===== src/hw/rtl/gsc_mbe_pkg.sv =====
// Shared types, constants and coding functions of the pager message block encoder.
`default_nettype none

package gsc_mbe_pkg;

   localparam int BLOCK_CODES = 8;
   localparam int CODE_W      = 6;
   localparam int COUNT_W     = $clog2(BLOCK_CODES);
   localparam int WORD_W      = 7;
   localparam int CW_W        = 15;
   localparam int RES_IDX_W   = 4;

   localparam logic [CODE_W-1:0]    ALPHA_FILL   = 6'h3e;
   localparam logic [CODE_W-1:0]    NUMERIC_FILL = 6'h0a;
   localparam logic [8:0]           BCH_GEN      = 9'h1d1;
   localparam logic [COUNT_W-1:0]   LAST_SLOT    = 3'd7;
   localparam logic [RES_IDX_W-1:0] COMMA_IDX    = 4'd0;
   localparam logic [RES_IDX_W-1:0] LAST_IDX     = 4'd15;
   localparam logic [3:0]           COMMA_BITS   = 4'd1;
   localparam logic [3:0]           COLUMN_BITS  = 4'd8;

   // Configuration register indexes.
   localparam int              CSR_IDX_W        = 1;
   localparam int              CSR_ADDR_W       = 3;
   localparam logic [CSR_IDX_W-1:0] CSR_MESSAGE_TYPE = 1'b0;

   // Message type codes.
   localparam logic MSG_ALPHA   = 1'b0;
   localparam logic MSG_NUMERIC = 1'b1;

   typedef struct packed {
      logic [7:0] character;
      logic       last_char;
   } req_payload_type;

   typedef struct packed {
      logic [7:0] symbol_bits;
      logic [3:0] bit_count;
      logic       end_of_block;
      logic       bad_char;
   } rsp_payload_type;

   typedef struct packed {
      logic              ok;
      logic [CODE_W-1:0] code;
   } num_code_type;

   // One finished block: the eight codewords, or a bad character marker.
   typedef struct packed {
      logic                            bad;
      logic [BLOCK_CODES-1:0][CW_W-1:0] cw;
   } blk_type;

   function automatic logic [CODE_W-1:0] map_alpha(input logic [7:0] c);
      logic [7:0]        u;
      logic [7:0]        d;
      logic [CODE_W-1:0] r;
      u = c;
      if (c >= 8'h61 && c <= 8'h7a) begin
         u = c - 8'h20;
      end
      d = u - 8'h20;
      if (u == 8'h0a || u == 8'h0d) begin
         r = 6'h3c;
      end else if (u == 8'h7b) begin
         r = 6'h3b;
      end else if (u == 8'h7e) begin
         r = 6'h3d;
      end else if (u == 8'h5c) begin
         r = 6'h20;
      end else if (u < 8'h20 || u > 8'h5d) begin
         r = 6'h20;
      end else begin
         r = d[CODE_W-1:0];
      end
      return r;
   endfunction

   function automatic num_code_type map_numeric(input logic [7:0] c);
      num_code_type r;
      logic [7:0]   d;
      d      = c - 8'h30;
      r.ok   = 1'b1;
      r.code = '0;
      if (c >= 8'h30 && c <= 8'h39) begin
         r.code = d[CODE_W-1:0];
      end else begin
         case (c)
            8'h55:   r.code = 6'd11;   // 'U'
            8'h20:   r.code = 6'd12;   // space
            8'h2d:   r.code = 6'd13;   // '-'
            8'h3d:   r.code = 6'd14;   // '='
            8'h45:   r.code = 6'd15;   // 'E'
            default: r.ok   = 1'b0;
         endcase
      end
      return r;
   endfunction

   // Codeword bit b is returned in bit 14-b: the seven information bits
   // reversed on top, then the eight parity bits.
   function automatic logic [CW_W-1:0] bch_encode(input logic [WORD_W-1:0] info);
      logic [WORD_W-1:0] m;
      logic [CW_W-1:0]   v;
      for (int j = 0; j < WORD_W; j++) begin
         m[WORD_W-1-j] = info[j];
      end
      v = {m, 8'h00};
      for (int i = CW_W-1; i >= 8; i--) begin
         if (v[i]) begin
            v = v ^ (CW_W'(BCH_GEN) << (i - 8));
         end
      end
      return {m, v[7:0]};
   endfunction

endpackage

`default_nettype wire


===== src/hw/rtl/gsc_mbe_assembler.sv =====
// Input register, code buffer and block packing with BCH encoding.
`default_nettype none

module gsc_mbe_assembler (
   input  wire logic                         clock,
   input  wire logic                         reset,
   input  wire logic                         message_type,
   input  wire logic                         req_valid,
   output logic                              req_stall,
   input  wire gsc_mbe_pkg::req_payload_type req_payload,
   output logic                              blk_valid,
   input  wire logic                         blk_stall,
   output gsc_mbe_pkg::blk_type              blk_data
);

   logic                                 in_valid_ff, in_valid_in;
   gsc_mbe_pkg::req_payload_type         in_data_ff;
   logic [gsc_mbe_pkg::COUNT_W-1:0]      code_count_ff, code_count_in;
   logic [gsc_mbe_pkg::BLOCK_CODES-1:0][gsc_mbe_pkg::CODE_W-1:0] code_buf_ff;

   gsc_mbe_pkg::num_code_type            num;
   logic [gsc_mbe_pkg::CODE_W-1:0]       alpha_code, code, fill;
   logic                                 bad, finish, produces, advance, req_accept;
   logic [gsc_mbe_pkg::BLOCK_CODES-1:0][gsc_mbe_pkg::CODE_W-1:0] c;
   logic [gsc_mbe_pkg::BLOCK_CODES-1:0][gsc_mbe_pkg::WORD_W-1:0] w;

   always_comb begin
      num        = gsc_mbe_pkg::map_numeric(in_data_ff.character);
      alpha_code = gsc_mbe_pkg::map_alpha(in_data_ff.character);
      bad        = (message_type == gsc_mbe_pkg::MSG_NUMERIC) && !num.ok;
      code       = (message_type == gsc_mbe_pkg::MSG_NUMERIC) ? num.code : alpha_code;
      fill       = (message_type == gsc_mbe_pkg::MSG_NUMERIC) ?
                   gsc_mbe_pkg::NUMERIC_FILL : gsc_mbe_pkg::ALPHA_FILL;
      finish     = !bad && ((code_count_ff == gsc_mbe_pkg::LAST_SLOT) ||
                            in_data_ff.last_char);
      produces   = bad || finish;
      advance    = in_valid_ff && (!produces || !blk_stall);
      req_stall  = in_valid_ff && !advance;
      req_accept = req_valid && !req_stall;
      blk_valid  = in_valid_ff && produces;
   end

   // Slots below the count come from the buffer, the current slot takes the
   // new code, and the slots above it are padded with the fill code.
   always_comb begin
      for (int k = 0; k < gsc_mbe_pkg::BLOCK_CODES; k++) begin
         if (gsc_mbe_pkg::COUNT_W'(k) < code_count_ff) begin
            c[k] = code_buf_ff[k];
         end else if (gsc_mbe_pkg::COUNT_W'(k) == code_count_ff) begin
            c[k] = code;
         end else begin
            c[k] = fill;
         end
      end
      w[0] = {c[1][0],   c[0]};
      w[1] = {c[2][1:0], c[1][5:1]};
      w[2] = {c[3][2:0], c[2][5:2]};
      w[3] = {c[4][3:0], c[3][5:3]};
      w[4] = {c[5][4:0], c[4][5:4]};
      w[5] = {c[6],      c[5][5]};
      w[6] = {!in_data_ff.last_char, c[7]};
      w[7] = w[0] + w[1] + w[2] + w[3] + w[4] + w[5] + w[6];
      blk_data.bad = bad;
      for (int k = 0; k < gsc_mbe_pkg::BLOCK_CODES; k++) begin
         blk_data.cw[k] = gsc_mbe_pkg::bch_encode(w[k]);
      end
   end

   always_comb begin
      if (req_accept) begin
         in_valid_in = 1'b1;
      end else if (advance) begin
         in_valid_in = 1'b0;
      end else begin
         in_valid_in = in_valid_ff;
      end
      code_count_in = code_count_ff;
      if (advance) begin
         if (produces) begin
            code_count_in = '0;
         end else begin
            code_count_in = code_count_ff + 1'b1;
         end
      end
   end

   always_ff @(posedge clock) begin
      if (reset) begin
         in_valid_ff   <= 1'b0;
         code_count_ff <= '0;
      end else begin
         in_valid_ff   <= in_valid_in;
         code_count_ff <= code_count_in;
      end
   end

   always_ff @(posedge clock) begin
      if (req_accept) begin
         in_data_ff <= req_payload;
      end
      if (advance && !bad) begin
         code_buf_ff[code_count_ff] <= code;
      end
   end

endmodule

`default_nettype wire


===== src/hw/rtl/gsc_mbe_serializer.sv =====
// Block holding register and result serialiser: comma bit then fifteen columns.
`default_nettype none

module gsc_mbe_serializer (
   input  wire logic                          clock,
   input  wire logic                          reset,
   input  wire logic                          blk_valid,
   output logic                               blk_stall,
   input  wire gsc_mbe_pkg::blk_type          blk_data,
   output logic                               rsp_valid,
   input  wire logic                          rsp_stall,
   output gsc_mbe_pkg::rsp_payload_type       rsp_payload
);

   logic                                busy_ff, busy_in;
   logic [gsc_mbe_pkg::RES_IDX_W-1:0]   idx_ff, idx_in;
   gsc_mbe_pkg::blk_type                hold_ff;
   logic                                rsp_valid_ff, rsp_valid_in;
   gsc_mbe_pkg::rsp_payload_type        rsp_data_ff, cur;

   logic                                rsp_free, emit, last_res, blk_accept;
   logic [gsc_mbe_pkg::RES_IDX_W-1:0]   sel;

   always_comb begin
      rsp_free   = !rsp_valid_ff || !rsp_stall;
      emit       = busy_ff && rsp_free;
      last_res   = hold_ff.bad || (idx_ff == gsc_mbe_pkg::LAST_IDX);
      blk_stall  = busy_ff && !(emit && last_res);
      blk_accept = blk_valid && !blk_stall;
   end

   // Column b is sent at result b+1 and takes codeword bit b, held at 14-b.
   always_comb begin
      sel = gsc_mbe_pkg::LAST_IDX - idx_ff;
      cur = '0;
      if (hold_ff.bad) begin
         cur.end_of_block = 1'b1;
         cur.bad_char     = 1'b1;
      end else if (idx_ff == gsc_mbe_pkg::COMMA_IDX) begin
         cur.symbol_bits = {!hold_ff.cw[0][gsc_mbe_pkg::CW_W-1], 7'b0};
         cur.bit_count   = gsc_mbe_pkg::COMMA_BITS;
      end else begin
         for (int k = 0; k < gsc_mbe_pkg::BLOCK_CODES; k++) begin
            cur.symbol_bits[7-k] = hold_ff.cw[k][sel];
         end
         cur.bit_count    = gsc_mbe_pkg::COLUMN_BITS;
         cur.end_of_block = (idx_ff == gsc_mbe_pkg::LAST_IDX);
      end
   end

   always_comb begin
      if (blk_accept) begin
         busy_in = 1'b1;
      end else if (emit && last_res) begin
         busy_in = 1'b0;
      end else begin
         busy_in = busy_ff;
      end
      if (blk_accept) begin
         idx_in = '0;
      end else if (emit) begin
         idx_in = idx_ff + 1'b1;
      end else begin
         idx_in = idx_ff;
      end
      if (emit) begin
         rsp_valid_in = 1'b1;
      end else if (!rsp_stall) begin
         rsp_valid_in = 1'b0;
      end else begin
         rsp_valid_in = rsp_valid_ff;
      end
   end

   always_ff @(posedge clock) begin
      if (reset) begin
         busy_ff      <= 1'b0;
         idx_ff       <= '0;
         rsp_valid_ff <= 1'b0;
      end else begin
         busy_ff      <= busy_in;
         idx_ff       <= idx_in;
         rsp_valid_ff <= rsp_valid_in;
      end
   end

   always_ff @(posedge clock) begin
      if (blk_accept) begin
         hold_ff <= blk_data;
      end
      if (emit) begin
         rsp_data_ff <= cur;
      end
   end

   assign rsp_valid   = rsp_valid_ff;
   assign rsp_payload = rsp_data_ff;

endmodule

`default_nettype wire


===== src/hw/rtl/gsc_message_block_encoder_top.sv =====
// Top level of the pager message block encoder with its configuration register.
//
// Message characters enter on the req_ channel, one per transaction, with
// last_char marking the end of a message. Characters are collected eight to
// a block; a block finishes on its eighth character or early on last_char,
// and then yields sixteen rsp_ transactions: one comma bit and fifteen
// interleaved 8-bit columns, the last one flagged end_of_block. An invalid
// numeric character yields a single transaction with bad_char set and
// discards the partial block. The csr_ port holds message_type.
// A character is taken in every cycle unless req_stall holds it; the last
// character of a finished block passes the input register, the block holding
// register and the result register before its first result appears, and
// one result leaves per cycle while rsp_stall is low. A single block holding
// register lets the next block be collected while the current one is sent out.
// Reset clears the code count, empties all stages and sets message_type to
// alphanumeric. When the receiver stalls, the result register holds its
// transaction, the holding register fills and req_stall is raised once a
// finishing character cannot be passed on.
`default_nettype none

module gsc_message_block_encoder_top (
   input  wire logic                                   clock,
   input  wire logic                                   reset,
   input  wire logic                                   req_valid,
   output logic                                        req_stall,
   input  wire gsc_mbe_pkg::req_payload_type           req_payload,
   output logic                                        rsp_valid,
   input  wire logic                                   rsp_stall,
   output gsc_mbe_pkg::rsp_payload_type                rsp_payload,
   input  wire logic                                   csr_psel,
   input  wire logic                                   csr_penable,
   input  wire logic                                   csr_pwrite,
   input  wire logic [gsc_mbe_pkg::CSR_ADDR_W-1:0]     csr_paddr,
   input  wire logic [31:0]                            csr_pwdata,
   output logic [31:0]                                 csr_prdata,
   output logic                                        csr_pready
);

   logic                                  message_type_ff, message_type_in;
   logic [gsc_mbe_pkg::CSR_IDX_W-1:0]     csr_idx;
   logic                                  csr_write;
   logic                                  blk_valid, blk_stall;
   gsc_mbe_pkg::blk_type                  blk_data;

   always_comb begin
      csr_idx         = csr_paddr[gsc_mbe_pkg::CSR_ADDR_W-1:2];
      csr_write       = csr_psel && csr_penable && csr_pwrite && csr_pready;
      message_type_in = message_type_ff;
      if (csr_write && (csr_idx == gsc_mbe_pkg::CSR_MESSAGE_TYPE)) begin
         message_type_in = csr_pwdata[0];
      end
      if (csr_idx == gsc_mbe_pkg::CSR_MESSAGE_TYPE) begin
         csr_prdata = {31'b0, message_type_ff};
      end else begin
         csr_prdata = '0;
      end
   end

   assign csr_pready = 1'b1;

   always_ff @(posedge clock) begin
      if (reset) begin
         message_type_ff <= gsc_mbe_pkg::MSG_ALPHA;
      end else begin
         message_type_ff <= message_type_in;
      end
   end

   gsc_mbe_assembler u_assembler (
      .clock        (clock),
      .reset        (reset),
      .message_type (message_type_ff),
      .req_valid    (req_valid),
      .req_stall    (req_stall),
      .req_payload  (req_payload),
      .blk_valid    (blk_valid),
      .blk_stall    (blk_stall),
      .blk_data     (blk_data)
   );

   gsc_mbe_serializer u_serializer (
      .clock       (clock),
      .reset       (reset),
      .blk_valid   (blk_valid),
      .blk_stall   (blk_stall),
      .blk_data    (blk_data),
      .rsp_valid   (rsp_valid),
      .rsp_stall   (rsp_stall),
      .rsp_payload (rsp_payload)
   );

endmodule

`default_nettype wire


===== config.mk =====
export PLATFORM = sky130hd
export DESIGN_NAME = gsc_message_block_encoder_top
export DESIGN_NICKNAME = d
export VERILOG_FILES = /design/src/hw/rtl/gsc_mbe_pkg.sv /design/src/hw/rtl/gsc_mbe_assembler.sv /design/src/hw/rtl/gsc_mbe_serializer.sv /design/src/hw/rtl/gsc_message_block_encoder_top.sv
export SDC_FILE = /design/constraint.sdc
export NUM_CORES = 1
export LEC_CHECK = 0
export BUFFER_PORTS_ARGS = -buffer_cell sky130_fd_sc_hd__buf_4
export CAP_MARGIN = 20
export CORE_MARGIN = 1.5
export CORE_UTILIZATION = 61
export DETAILED_ROUTE_END_ITERATION = 12
export GPL_ROUTABILITY_DRIVEN = 1
export HOLD_SLACK_MARGIN = 0.15
export PLACE_DENSITY = 0.81
export SKIP_CTS_REPAIR_TIMING = 1
export SLEW_MARGIN = 20
export SYNTH_ARGS = -nofsm -noshare
export SYNTH_HDL_FRONTEND = slang
export SYNTH_SLANG_ARGS = --single-unit

===== constraint.sdc =====
create_clock -name clock -period 10.9 [get_ports clock]
set_input_delay 0 -clock clock [delete_from_list [all_inputs] [get_ports clock]]
set_output_delay 0 -clock clock [all_outputs]
set_load 0.01 [all_outputs]

==> reports/metrics.cfg, run 1 <==
[outcome]
outcome = completed

[worst_setup_path]
r2r_end = u_serializer.hold_ff[111]
critPathCaptureType = register
r2r-start = u_assembler.in_data_ff[5]
start_kind = register
cp_max_fo = 17
reg2reg_slack_ns = 2.76
crit_type = reg2reg
cp_data_required_time_ns = 11.09
startpoint = u_assembler.in_data_ff[5]
worstPathArrival_ns = 8.34
r2r_cells = 27

[sta]
setup_viol = 0
max_freq_ghz = 0.1228
min_period_ns = 8.144
period_share_pct = 74.71
holdWs_ns = 0.2423
rsz0062_at_grt = no
tns_ns = 0
relSlewSlack_pct = 27.78
maxSlewViolCount = 0
finalHoldViolCount = 0
skew_ns = 0.008750
tightest_slew_ns = 1.072

[clocking]
cts_root_buf = clkbuf_16
clkTransAtPathRegs_ns = 0.07
clkSinkCount = 195
ctsLongestPathBuffers = 2
cts_tree = built
numCtsBuffers = 17
clk_latency_ns = 0.45
cts_max_level = 4

[floorplanning]
fp.dieH_um = 140.1
core_um2 = 18210
num_io_pins = 100
die_w_um = 140.1
rows = 49
initial_core_util_pct = 62.92
dieArea_um2 = 19610

[power_and_ir_drop]
switching_share_pct = 30.81
p_clk_share_pct = 24.8
pwr-share-seq_pct = 40.1
powerDensity_nw_per_um2 = 193.9
vdd_ir_drop_max_mv = 0.2357
pwr-share-comb_pct = 35.1
p_int_w = 0.001673
p_switching_w = 0.0007450
leakagePower_nw = 4.319

[worst_hold_path]
hold_path_end = csr_prdata[0]
whs_path_depth = 3
hold_start = csr_paddr[2]
min_path_type = in2out

[synth]
yosys_warnings = 0
synth_area_per_cell_um2 = 12.79
synth_cell_types = 92
synth_top_family_by_area = XOR/XNOR gates
synth.top_cell.area_share_pct = 48.23
synth-simple-area-share_pct = 7.033
synth_compound_area_share_pct = 9.403
synth-xor-area-share_pct = 12.06
async_flop_share_pct = 0
yosys.area.top_type = edfxtp_1
synthTopCellsByArea = edfxtp_1 48%, xnor2_1 8.3%, mux4_2 6.3%
synth_edf_count = 184
synth_flop_cell = edfxtp_1
synth_seq_area_share_pct = 50.15
muxShareOfSynthArea_pct = 7.775
ys_seq_elements = 195
synth.cell_area_um2 = 11460
synthCells = 896
synthAdderAreaFrac_pct = 6.902

[place]
io_buffers = 32
post-dp-hpwl_mm = 16.21
place.gp.congestion = 0.8984
placed_area_um2 = 11750
dp_cells = 1127

[run]
drv_cap = 0

[cells_and_area]
multi_input_area_um2 = 5094
fin_area_um2 = 12470
n_antenna_cell = 0
fin_cells = 1175
regArea_um2 = 5747
area_growth_pct = 8.867
fin_util_pct = 68.50
drive_gt1_share_pct = 16.81
layout.nets = 1031
fill_cells = 1236

[global_routing]
groute.usage.overall_pct = 24.73
antenna_found_initial = 0
grt_pass1_vias = 6737
grt_max_degree = 82
grt_overflow = 0
grt_pass1_wl_mm = 36.39

[route]
drtIter0Drc = 660
wl_per_cell_um = 19.54
ant_nets = 0
wirelength_mm = 22.96
drt_pass1_iterations = 5
vias = 6939
drc_errors = 0
vias_per_cell = 5.906

cell usage in the layout (no fill, tap or decap), drive strengths merged, types with 4 or more instances in the layout:
master       count
and3             4
buf             39
dfxtp           11
a31oi            4
clkinv           4
dlygate4sd3     16
edfxtp         184
o31ai            4
clkinvlp         5
nand2           52
inv             94
conb            34
o21ai           26
nor3            15
and2            11
mux4            32
nor2            40
a21o             5
ha              20
nor2b            7
o22ai           12
a211oi           5
nand2b           5
a2bb2oi          4
clkbuf          18
fa              27
a221oi           4
nand3           13
mux2i           14
a21oi           36
xor2            30
xnor2          116
sequential cells by signal, indices dropped and copies added (netlist names):
signal / count
u_serializer.hold_ff: 121
u_serializer.idx_ff: 4
u_assembler.in_data_ff: 9
message_type_ff: 1
u_assembler.code_count_ff: 3
u_assembler.code_buf_ff: 42
u_serializer.busy_ff: 1
u_serializer.rsp_valid: 1
u_serializer.rsp_payload: 12
u_assembler.in_valid_ff: 1
through the flow:
stage / power, W / setup WS [ns]
after floorplan: 0.001702 / 2.367
after global placement: 0.001806 / 2.927
after detailed placement: 0.001828 / 2.786
after CTS: 0.002425 / 2.754
after global routing: 0.002540 / 2.182
final: 0.002418 / 2.756
cell type report:
cell class	instances	share of cell area, %
Timing Repair Buffer	55	3.631
Sequential cell	195	46.07
Clock buffer	18	3.441
Inverter	90	2.708
Tap cell	229	2.297
Multi-Input combinational cell	574	40.84
Clock inverter	14	1.013
power groups by stage:
| stage | clock, W | combinational (W) | sequential, W |
|---|---|---|---|
| after floorplan | 0 | 0.000721 | 0.000981 |
| after global placement | 0 | 0.000821 | 0.000985 |
| after detailed placement | 0 | 0.000841 | 0.000988 |
| after CTS | 0.000603 | 0.000851 | 0.000971 |
| after global routing | 0.000629 | 0.000936 | 0.000975 |
| final | 0.000599 | 0.000848 | 0.000971 |
critical path, cell delays in order, from the launching register on:
cell and delay, ns:
edfxtp_1 0.57, inv_1 0.21, ha_1 0.24, nor2b_1 0.28
nand2_2 0.11, a211o_4 0.39, mux2_2 0.31, a21oi_2 0.36
a32oi_1 0.16, buf_4 0.26, nor2_1 0.15, a21oi_1 0.07
mux2i_1 0.71, fa_1 0.52, inv_1 0.11, fa_1 0.46
fa_1 0.51, fa_1 0.55, inv_1 0.07, fa_1 0.44
inv_1 0.07, a21o_1 0.11, a21oi_1 0.07, xnor2_1 0.36
xnor2_1 0.22, xnor2_1 0.30, xor2_1 0.20, xnor2_1 0.08
kinds of logic (layout without fill, tap and decap cells):
group	count (synthesis)	count (layout)
adder cells (fa/ha/maj)	47	47
flip-flops	195	195
XOR/XNOR	147	147
buffers and inverters	159	177
other	2	34
AO/OA/AOI/OAI	134	134
AND/OR/NAND/NOR	164	164
multiplexers	48	48
cell usage after synthesis (15+ instances only):
cell	number
ha_1	20
clkbuf_1	21
a21oi_1	31
nand2_1	51
inv_1	86
fa_1	27
mux4_2	32
buf_4	35
nor3_1	15
nor2_1	39
edfxtp_1	184
xnor2_1	108
o21ai_0	20
xor2_1	29
worst max-delay path by stage:
stage / to
6_report: u_serializer.hold_ff[111]
5_1_grt: u_serializer.hold_ff[111]
4_1_cts: u_serializer.hold_ff[109]
3_5_place_dp: u_serializer.hold_ff[109]
3_3_place_gp: u_serializer.hold_ff[111]
2_1_floorplan: u_serializer.hold_ff[0]
layer usage:
layer | part of all wire (%) | global-route usage, % | up-vias
met5 | 0 | 0 | -
met4 | 2.4 | 8.864 | 0
met3 | 6.0 | 4.274 | 46
met2 | 50 | 41.56 | 298
met1 | 42 | 32.76 | 3397
li1 | - | - | 3198
Power figures use the tool's default switching activity.
==> run 2: changes to the inputs <==
Settings changed: CORE_UTILIZATION 61 to 55, PLACE_DENSITY 0.81 to 0.77.
Clock period 10.9 ns to 6.6 ns, I/O delays scaled along.
==> run 2 against run 1 <==
  * The flow now finishes with violations (negative setup slack)
  * Clock skew grew 0.0012 ns
  * Die area increased by 11%
  * Utilization fell by 0.082 points
  * Power rose by 89%
  * Final area rose by 12%
  * Critical path type unchanged
==> reports/metrics.cfg, run 2 (synthesized netlist as in run 1, its figures left out) <==
[sta]
fin_ws_ns = -0.1213
finalHoldViolCount = 0
relSlewSlack_pct = 37.67
min_period_ns = 6.721
skew_ns = 0.009955
rsz0062_at_grt = yes
period_share_pct = 101.8
setup_viol = 4
max_freq_ghz = 0.1488
tightest_slew_ns = 0.9307
maxSlewViolCount = 0

[place]
pre_cts_ws_ns = -0.1790
io_buffers = 32
place.gp.congestion = 0.9130
post-dp-hpwl_mm = 18.61

[cells_and_area]
layout.nets = 1158
fill_cells = 1350
regMostFlops = u_serializer.hold_ff
n_antenna_cell = 0
final_common_cell = edfxtp_1
area_growth_pct = 21.61
final_cell_mix = 184 x edfxtp_1, 158 x buf_4, 103 x xnor2_1
drive_gt1_share_pct = 31.87
largest_reg_flops = 121

[global_routing]
grt_pass1_vias = 7252
grt_max_degree = 55
groute.usage.overall_pct = 23.80
grt_pass1_wl_mm = 39.24
antenna_found_initial = 0
grt_overflow = 0

[worst_setup_path]
cp_max_fo = 5
startpoint = u_assembler.in_data_ff[6]
cp_data_required_time_ns = 6.78
worstPathArrival_ns = 6.90
r2r_cells = 27
reg2reg_slack_ns = -0.12
r2r_end = u_serializer.hold_ff[112]
r2r-start = u_assembler.in_data_ff[6]
critPathCaptureType = register
start_kind = register
crit_type = reg2reg

[power_and_ir_drop]
powerDensity_nw_per_um2 = 328.4
leakagePower_nw = 5.022
total_power_w = 0.004575
vdd_ir_drop_max_mv = 0.2846

[route]
drt_pass1_iterations = 5
wl_per_cell_um = 19.40
vias = 7510
drtIter0Drc = 771
vias_per_cell = 5.592
drc_errors = 0
ant_nets = 0
wirelength_mm = 26.05

[floorplanning]
num_io_pins = 100
dieArea_um2 = 21710
initial_core_util_pct = 56.26
die_w_um = 147.3
core_um2 = 20360
fp.dieH_um = 147.3
rows = 52

[clocking]
clkTransAtPathRegs_ns = 0.07
cts_root_buf = clkbuf_16
clkSinkCount = 195
clk_latency_ns = 0.43
numCtsBuffers = 17
cts_max_level = 4
ctsLongestPathBuffers = 2
cts_tree = built

[outcome]
outcome = complete, but fails checks
failed_checks = negative setup slack

[worst_hold_path]
min_path_type = in2out
whs_path_depth = 3
hold_path_end = csr_prdata[0]
hold_start = csr_paddr[2]

[run]
drv_cap = 0

run 2: changes by cell type in the layout (fill, tap and decap cells not counted), sizes merged:
| cell | delta |
|---|---|
| buf | +128 |
| clkbuf | +3 |
| clkinv | +3 |
| clkinvlp | -3 |
| dlygate4sd3 | -1 |
| inv | -3 |
run 2: worst max-delay path by stage:
stage	end	slack, ns	cells after the start
2_1_floorplan	u_serializer.hold_ff[105]	-0.009	26
3_3_place_gp	u_serializer.hold_ff[105]	-0.08	26
3_5_place_dp	u_serializer.hold_ff[105]	-0.18	26
4_1_cts	u_serializer.hold_ff[105]	-0.32	26
5_1_grt	u_serializer.hold_ff[112]	-0.37	27
6_report	u_serializer.hold_ff[112]	-0.12	27
run 2: metal layers:
| metal | GRT usage, % | wire length, um | up-vias |
|---|---|---|---|
| met3 | 3.043 | 1665 | 40 |
| met1 | 31.08 | 10440 | 3687 |
| li1 | - | - | 3448 |
| met4 | 7.000 | 471 | 0 |
| met2 | 41.69 | 13470 | 335 |
| met5 | 0 | 0 | - |
run 2: area by class of cell:
cell class                      count  area, um2  share of cell area [%]
Sequential cell                   195       5747                   41.24
Clock inverter                     11      103.9                  0.7453
Timing Repair Buffer              182       1446                   10.38
Clock buffer                       21      460.4                   3.305
Inverter                           90      337.8                   2.425
Tap cell                          270      337.8                   2.425
Multi-Input combinational cell    574       5500                   39.48
run 2: worst max-delay path, stage by stage (launching register included):
cell and delay [ns]:
edfxtp_1 0.48, buf_6 0.17, ha_4 0.17, nor2b_4 0.14
nand2_2 0.08, a211o_4 0.38, mux2i_4 0.26, a21oi_4 0.12
buf_6 0.15, nand2_1 0.08, a41oi_1 0.14, o31ai_2 0.36
inv_1 0.15, fa_1 0.53, inv_1 0.06, fa_1 0.50
fa_1 0.43, inv_1 0.08, fa_1 0.44, ha_1 0.29
a21o_1 0.20, a21oi_4 0.18, o21ai_2 0.08, xnor2_2 0.16
xnor3_2 0.33, xnor2_4 0.19, xnor2_4 0.23, xnor2_1 0.10
run 2: report_power, final:
group | switching, W | internal, W | total (W)
Sequential | 0.0000231 | 0.00157 | 0.00160
Combinational | 0.000922 | 0.00106 | 0.00199
Clock | 0.000449 | 0.000543 | 0.000992
run 2: metrics by stage:
step                      cells  hold WS (ns)   TNS [ns]  utilization, %  area (um2)
final                      1343        0.2460    -0.4471           68.42       13930
after global routing       1343        0.2564     -1.800           68.42       13930
after CTS                  1306       -0.2645     -1.437           65.50       13340
after detailed placement   1274        0.1794    -0.7095           62.73       12770
after global placement     1274        0.1788    -0.2622           62.73       12770
after floorplan             928       0.04292  -0.008620               -       11750
